`config.mk`:
```
export PLATFORM = sky130hd
export DESIGN_NAME = srpe_ctrl
export DESIGN_NICKNAME = d
export VERILOG_FILES = /design/src/srpe_pkg.sv /design/src/srpe_ctrl.sv
export SDC_FILE = /design/constraint.sdc
export NUM_CORES = 1
export LEC_CHECK = 0
export ABC_AREA = 1
export BUFFER_PORTS_ARGS = -buffer_cell sky130_fd_sc_hd__buf_2
export CAP_MARGIN = 25
export CORE_UTILIZATION = 35
export DETAILED_ROUTE_END_ITERATION = 16
export PLACE_DENSITY_LB_ADDON = 0.1
export SYNTH_ARGS = -nofsm -noshare
export SYNTH_HDL_FRONTEND = slang
export SYNTH_SLANG_ARGS = --single-unit
```
`constraint.sdc`:
```
create_clock -name clock -period 1.3 [get_ports clock]
set_input_delay 0.13 -clock clock [delete_from_list [all_inputs] [get_ports clock]]
set_output_delay 0.13 -clock clock [all_outputs]
set_load 0.05 [all_outputs]
```
`src/srpe_pkg.sv`:
```
// Shared types, codes and the axis bound function of the sphere region peak evaluator.
package srpe_pkg;

   localparam int GRID_CELLS_DEF = 32768;
   localparam int SIZE_W         = 6;
   localparam int VALUE_W        = 16;
   localparam int DEPTH_W        = 4;
   localparam int CSR_INDEX_W    = 3;
   localparam int CSR_DATA_W     = 16;
   localparam int BOX_ADDR_W     = 18;

   localparam logic OP_WRITE = 1'b0;
   localparam logic OP_EVAL  = 1'b1;

   localparam logic [1:0] AXIS_X = 2'd0;
   localparam logic [1:0] AXIS_Y = 2'd1;
   localparam logic [1:0] AXIS_Z = 2'd2;

   localparam logic [CSR_INDEX_W-1:0] CSR_SIZE_X      = 3'd0;
   localparam logic [CSR_INDEX_W-1:0] CSR_SIZE_Y      = 3'd1;
   localparam logic [CSR_INDEX_W-1:0] CSR_SIZE_Z      = 3'd2;
   localparam logic [CSR_INDEX_W-1:0] CSR_SPLIT_LEVEL = 3'd3;
   localparam logic [CSR_INDEX_W-1:0] CSR_DEPTH_LIMIT = 3'd4;

   typedef struct packed {
      logic                opcode;
      logic [14:0]         cell_index;
      logic [VALUE_W-1:0]  cell_value;
      logic [15:0]         center_x;
      logic [15:0]         center_y;
      logic [15:0]         center_z;
      logic [15:0]         sphere_radius;
      logic [DEPTH_W-1:0]  tree_depth;
   } req_type;

   typedef struct packed {
      logic [VALUE_W-1:0] peak_pressure;
      logic               wants_split;
   } rsp_type;

   typedef struct packed {
      logic [SIZE_W-1:0]  size_x;
      logic [SIZE_W-1:0]  size_y;
      logic [SIZE_W-1:0]  size_z;
      logic [VALUE_W-1:0] split_level;
      logic [DEPTH_W-1:0] depth_limit;
   } cfg_type;

   typedef struct packed {
      logic       clr_step;
      logic       wr_en;
      logic       capture;
      logic       setup_step;
      logic [1:0] setup_axis;
      logic       scan_init;
      logic       scan_step;
      logic       rsp_load;
   } cmd_type;

   typedef struct packed {
      logic clr_last;
      logic box_empty;
      logic scan_last;
   } status_type;

   typedef struct packed {
      logic              empty;
      logic [SIZE_W-1:0] lo;
      logic [SIZE_W-1:0] hi;
   } span_type;

   // Inclusive voxel bounds of one axis, clamped to the grid.
   function automatic span_type axis_bounds(input logic [15:0] c, input logic [15:0] r,
                                            input logic [SIZE_W-1:0] dim);
      logic signed [16:0] diff;
      logic signed [23:0] lprod;
      logic [16:0]        sum;
      logic [22:0]        hprod;
      logic [6:0]         high;
      logic [5:0]         low;
      logic [5:0]         top;
      span_type           s;
      diff  = $signed({1'b0, c}) - $signed({1'b0, r});
      lprod = 24'(diff) * $signed({18'd0, dim});
      low   = lprod[23] ? 6'd0 : lprod[21:16];
      sum   = {1'b0, c} + {1'b0, r};
      hprod = 23'(sum) * 23'(dim);
      high  = hprod[22:16];
      top   = dim - 6'd1;
      if (high > {1'b0, top}) begin
         high = {1'b0, top};
      end
      s.empty = (dim == 6'd0) || ({1'b0, low} > high);
      s.lo    = low;
      s.hi    = high[5:0];
      return s;
   endfunction

endpackage

```
`src/srpe_ctrl.sv`:
```
// Controller state machine that sequences clearing, writes, box setup, scan and result hand-off.
module srpe_ctrl (
   input  logic                   clock,
   input  logic                   reset,
   input  logic                   req_valid,
   input  logic                   req_opcode,
   output logic                   req_ready,
   output logic                   rsp_valid,
   input  logic                   rsp_ready,
   input  srpe_pkg::status_type   status,
   output srpe_pkg::cmd_type      cmd
);

   typedef enum logic [6:0] {
      ST_CLEAR  = 7'b0000001,
      ST_IDLE   = 7'b0000010,
      ST_SETUP  = 7'b0000100,
      ST_INIT   = 7'b0001000,
      ST_SCAN   = 7'b0010000,
      ST_DRAIN  = 7'b0100000,
      ST_FINISH = 7'b1000000
   } state_type;

   state_type  state_ff, state_in;
   logic [1:0] axis_ff, axis_in;
   logic       rsp_valid_ff, rsp_valid_in;

   always_comb begin
      state_in       = state_ff;
      axis_in        = axis_ff;
      cmd            = '0;
      req_ready      = 1'b0;
      unique case (state_ff)
         ST_CLEAR: begin
            cmd.clr_step = 1'b1;
            if (status.clr_last) begin
               state_in = ST_IDLE;
            end
         end
         ST_IDLE: begin
            req_ready = 1'b1;
            if (req_valid) begin
               if (req_opcode == srpe_pkg::OP_WRITE) begin
                  cmd.wr_en = 1'b1;
               end else begin
                  cmd.capture = 1'b1;
                  axis_in     = srpe_pkg::AXIS_X;
                  state_in    = ST_SETUP;
               end
            end
         end
         ST_SETUP: begin
            cmd.setup_step = 1'b1;
            cmd.setup_axis = axis_ff;
            axis_in        = axis_ff + 2'd1;
            if (axis_ff == srpe_pkg::AXIS_Z) begin
               state_in = ST_INIT;
            end
         end
         ST_INIT: begin
            cmd.scan_init = 1'b1;
            state_in      = status.box_empty ? ST_FINISH : ST_SCAN;
         end
         ST_SCAN: begin
            cmd.scan_step = 1'b1;
            if (status.scan_last) begin
               state_in = ST_DRAIN;
            end
         end
         ST_DRAIN: begin
            state_in = ST_FINISH;
         end
         ST_FINISH: begin
            if (!rsp_valid_ff || rsp_ready) begin
               cmd.rsp_load = 1'b1;
               state_in     = ST_IDLE;
            end
         end
         default: begin
            state_in = ST_CLEAR;
         end
      endcase
   end

   assign rsp_valid_in = cmd.rsp_load | (rsp_valid_ff & ~rsp_ready);
   assign rsp_valid    = rsp_valid_ff;

   always_ff @(posedge clock) begin
      if (reset) begin
         state_ff     <= ST_CLEAR;
         axis_ff      <= srpe_pkg::AXIS_X;
         rsp_valid_ff <= 1'b0;
      end else begin
         state_ff     <= state_in;
         axis_ff      <= axis_in;
         rsp_valid_ff <= rsp_valid_in;
      end
   end

endmodule

```
### Word-level counts from Yosys, hierarchy flattened

Index checks and enable logic that the tools add are counted.

* register bits: 10
* output and inout port bits: 11
* logic and storage cells: 48

* $add $sub $neg: 1
* equality and inequality tests: 14
* multiplexer cells: 22
* bitwise gates (word level): 3
* reductions and logical operators: 5

Operator list (number)
* 7-bit two-way mux: 7
* 7-bit one-hot mux with 7 select lines: 1
* 2-bit != test, second input constant: 6
* 1-bit two-way mux: 8
* 2-bit two-way mux: 4
* 7-bit by 1-bit == test with 1-bit output, second input constant: 1
* 7-bit by 2-bit == test with 1-bit output, second input constant: 1
* 7-bit by 3-bit == test with 1-bit output, second input constant: 1
* 7-bit by 4-bit == test with 1-bit output, second input constant: 1
* 7-bit by 5-bit == test with 1-bit output, second input constant: 1
* 7-bit by 6-bit == test with 1-bit output, second input constant: 1
* 7-bit == test, second input constant: 1
* 6-bit AND reduction: 1
* 2-bit one-hot mux with 2 select lines: 1
* 3-bit two-way mux: 1
* 3-bit AND reduction: 1
* 2-bit by 1-bit adder with 2-bit output, second input constant: 1
* 2-bit == test, second input constant: 1
* 2-bit nonzero test: 1
* 1-bit bitwise AND: 1
* 1-bit logical NOT: 1
* 1-bit logical OR: 1
* 1-bit inverter: 1
* 1-bit bitwise OR: 1

### Logic depth before layout (Yosys ltp)

* depth in word-level cells: 5
* depth in mapped cells: 9
* mapped depth without buffers: 9

### Worst setup path after synthesis

OpenSTA, ideal clock, no wires.

* path type: reg-to-output
* start: reg state_ff[5]
* end: out cmd[6] in the netlist's numbering
* arrival time: 1.837 ns
* setup slack: -0.667 ns
* stages on the path, launching flop included: 6
* cells stage by stage: dfxtp_1 > inv_1 > nand2_2 > nor2_4 > nand2_1 > nor3b_1

RTL lines
* start, declared: RTL line srpe_ctrl.sv:24 `state_type state_ff, state_in;`
* start signal, assigned: RTL line srpe_ctrl.sv:94 `state_ff <= state_in;`
* end, declared: RTL line srpe_ctrl.sv:11 `output srpe_pkg::cmd_type cmd`

==> run_results.csv <==
group,metric,value,unit
worst_hold_path,min_path_type,"input port to register",
synthesis,synthesis.nets,107,
die,core,1590,µm²
route,wirelength,1890,µm
die,rows,14,
route,vias,719,
setup_path,rr_endpoint,"state_ff[2]$_SDFFE_PP0P_",
synthesis,synth.distinct_cells,21,
synthesis,synth_area,628,µm²
synthesis,yosys-top-cells-area,"dfxtp_1 (32%), inv_1 (13%), nand2_1 (8.4%)",
route,routedWlPerCell,11.8,µm
layout,area_growth,78.9,%
power_and_ir_drop,p_int,874,µW
layout,nets,146,
die,dieArea,1970,µm²
die,ioPinCount,19,
synthesis,synth_top_area_share,31.9,%
synthesis,synth_top_cell_by_area,"dfxtp_1",
power_and_ir_drop,leakage,0.000563,µW
worst_hold_path,holdCritStartpoint,"status[1]",
power_and_ir_drop,swShare,45.4,%
timing,grt_setup_unrepaired,"yes",
layout,seqCellArea,209,µm²
setup_path,worstPathArrival,1.41,ns
route,ant_nets,0,
placed_design,post-dp-hpwl,1210,µm
timing,drv_slew,0,
worst_hold_path,hold_depth,4,
route,drt_iter0_drc,9,
clock_network,tritoncts,"done",
power_and_ir_drop,total_power,1600,µW
clock_network,numCtsBuffers,3,
synthesis,async_flop_share,0,%
clock_network,clk_pin_slew,0.08,ns
route,drt_first_pass_iters,4,
synthesis,synth_compound_area_share,7.97,%
outcome,failed_checks,"setup timing",
synthesis,yosys.area_share.simple,41.4,%
clock_network,postCtsHoldBufs,0,
setup_path,cp.required,1.17,ns
outcome,status,"complete, but fails checks",
timing,tightestPinTransition,0.275,ns
timing,finalSetupViolCount,17,
setup_path,r2r_setup_slack,-0.12,ns
clock_network,cts_root_buf,"clkbuf_4",
global_route,grt_pass1_vias,691,
route,drc,0,
power_and_ir_drop,seqPwrFrac,24.1,%
placed_design,post_dp_cell_area,820,µm²
synthesis,yosys.area_share.adder,1.99,%
die,initial_core_util,39.4,%
synthesis,synth_top_family_by_area,"simple AND/OR/NAND/NOR gates",
setup_path,reg2reg_depth,9,
timing,finalCritPeriodShare,118,%
clock_network,clk_latency,0.28,ns
placed_design,gp_congestion,0.807,
timing,relSlewSlack,81.6,%
layout,multi_input_area,435,µm²
timing,holdWs,0.0982,ns
layout,fill_cells,134,
global_route,grt_max_degree,8,
power_and_ir_drop,power_frac_comb,57.0,%
placed_design,io_buffers,18,
setup_path,end_kind,"output pin",
synthesis,synthCells,98,
synthesis,yosys-mux-area-fraction,0,%
synthesis,synth_seq_area_share,31.9,%
layout,fin_area,1120,µm²
route,viasPerCell,4.49,
synthesis,yosys_most_used_dff,"dfxtp_1",
flow_run,cap_violations,0,
synthesis,synth.avg_cell_area,6.41,µm²
power_and_ir_drop,max-vdd-ir-drop,792,µV
synthesis,yosysWarnings,0,
timing,skew,0.00736,ns
setup_path,timing.rr.start,"state_ff[4]$_SDFFE_PP0P_",
timing,finalWorstPathRequiredPeriod,1.54,ns
global_route,grt.overflow.total,0,
worst_hold_path,holdPathEnd,"state_ff[4]$_SDFFE_PP0P_",
clock_network,htree_levels,1,
setup_path,cp-start-kind,"register",
timing,fmaxAchievable,651,MHz
timing,setup_slack,-0.237,ns
layout,n_antenna_cell,0,
synthesis,synth_xor_xnor_area_share,0,%
global_route,grt_antenna_before_repair,0,
die,chipHeight,44.4,µm
global_route,grt_usage,21.5,%
power_and_ir_drop,powerDensity,1420,nW/µm²
global_route,grt_pass1_wl,2950,µm
power_and_ir_drop,switchingPower,726,µW
timing,hold_viol_final,0,
clock_network,cts.sinks,10,
setup_path,worst-setup-path-type,"register to output pin",
synthesis,synth_edf_count,0,
power_and_ir_drop,clkPwrFrac,18.9,%
synthesis,ys_seq_elements,10,
clock_network,cts_buffer_depth,2,
die,die_w,44.4,µm
setup_path,critPathMaxFanout,5,
layout,drive_gt1_share,58.8,%
## repair_timing
| action | CTS | global route |
|---|---|---|
| gates resized for setup | 48 | 15 |
| endpoints found under the setup margin | 12 | 19 |
| setup buffers | 8 | 3 |
| pin swaps | 5 | 7 |
## critical path: stages, from the launching register on
cell and delay, ns:
dfxtp_2 0.32, inv_2 0.08, nand2_4 0.06, nor2_4 0.16
nand2_4 0.13, nor3b_4 0.19, buf_6 0.18
## area by class of cell
cell class,count,share of cell area [%]
multi-input combinational,60,38.8
timing repair buffer,34,26.9
sequential,10,18.6
inverter,28,9.80
clock buffer,4,3.23
tap,24,2.67
## cells in the final DEF, fill, tap and decap left out, types with 2 or more instances in the layout
cell,synthesis,layout
dfxtp_1,10,3
nor2_1,11,5
nand2_1,14,8
buf_6,0,10
inv_2,6,9
a21oi_1,4,4
nand2_2,4,5
inv_4,0,2
nand3_1,5,5
clkbuf_4,0,3
dfxtp_2,0,7
nor3_4,0,2
buf_8,0,4
nor3_1,4,2
o21ai_0,3,2
nand4_1,4,4
nor2_2,1,4
buf_4,0,12
nor2_4,2,5
nand2_4,1,5
buf_2,0,8
inv_1,22,17
## worst max-delay path by stage
stage | to | depth (start not counted) | start | slack, ns
detailed placement | cmd[6] | 6 | state_ff[5]$_SDFFE_PP0P_ | -0.06
finish | cmd[6] | 6 | state_ff[4]$_SDFFE_PP0P_ | -0.24
floorplan | cmd[3] | 5 | state_ff[5]$_SDFFE_PP0P_ | -0.16
CTS | cmd[6] | 6 | state_ff[4]$_SDFFE_PP0P_ | -0.24
global route | cmd[2] | 6 | state_ff[4]$_SDFFE_PP0P_ | -0.30
global placement | cmd[6] | 6 | state_ff[2]$_SDFFE_PP0P_ | -0.03
## layer usage
layer / wire, µm / vias to the layer above / GRT usage (%)
met5: 0 / - / 0
met4: 38 / 0 / 12.1
met3: 69 / 5 / 4.90
met2: 922 / 18 / 35.3
met1: 857 / 322 / 25.6
li1: - / 374 / -
## cells in the mapped netlist (2+ instances only)
master,instances
nand2_1,14
nand3_1,5
nand4_1,4
dfxtp_1,10
nor2_4,2
nand2_2,4
o21ai_0,3
nor3_1,4
inv_1,22
nor2_1,11
inv_2,6
a21oi_1,4
## state kept, by name, summed over array words and instances (netlist names)
name / flops
rsp_valid: 1
axis_ff: 2
state_ff: 7
## logic make-up (layout without fill, tap and decap cells)
logic type      count (synthesis)  in the layout
compound gates                  9              9
flops                          10             10
fa+ha+maj                       1              1
simple gates                   50             50
buf+inv                        28             66
## power groups by stage
stage | Clock (µW) | Combinational, µW | Sequential [µW]
finish | 303 | 912 | 386
global route | 319 | 983 | 395
CTS | 301 | 838 | 382
detailed placement | 0 | 653 | 387
global placement | 0 | 648 | 387
floorplan | 0 | 509 | 382
## stage by stage
| step | cells | utilization (%) | setup WS, ns | setup TNS [ns] |
|---|---|---|---|---|
| global route | 160 | 70.5 | -0.301 | -3.60 |
| detailed placement | 146 | 51.4 | -0.0572 | -0.0650 |
| finish | 160 | 70.5 | -0.237 | -2.32 |
| floorplan | 98 | - | -0.157 | -0.430 |
| global placement | 146 | 51.4 | -0.0331 | -0.0333 |
| CTS | 158 | 66.5 | -0.244 | -2.02 |
No activity file was read; power rests on OpenSTA's default activity.
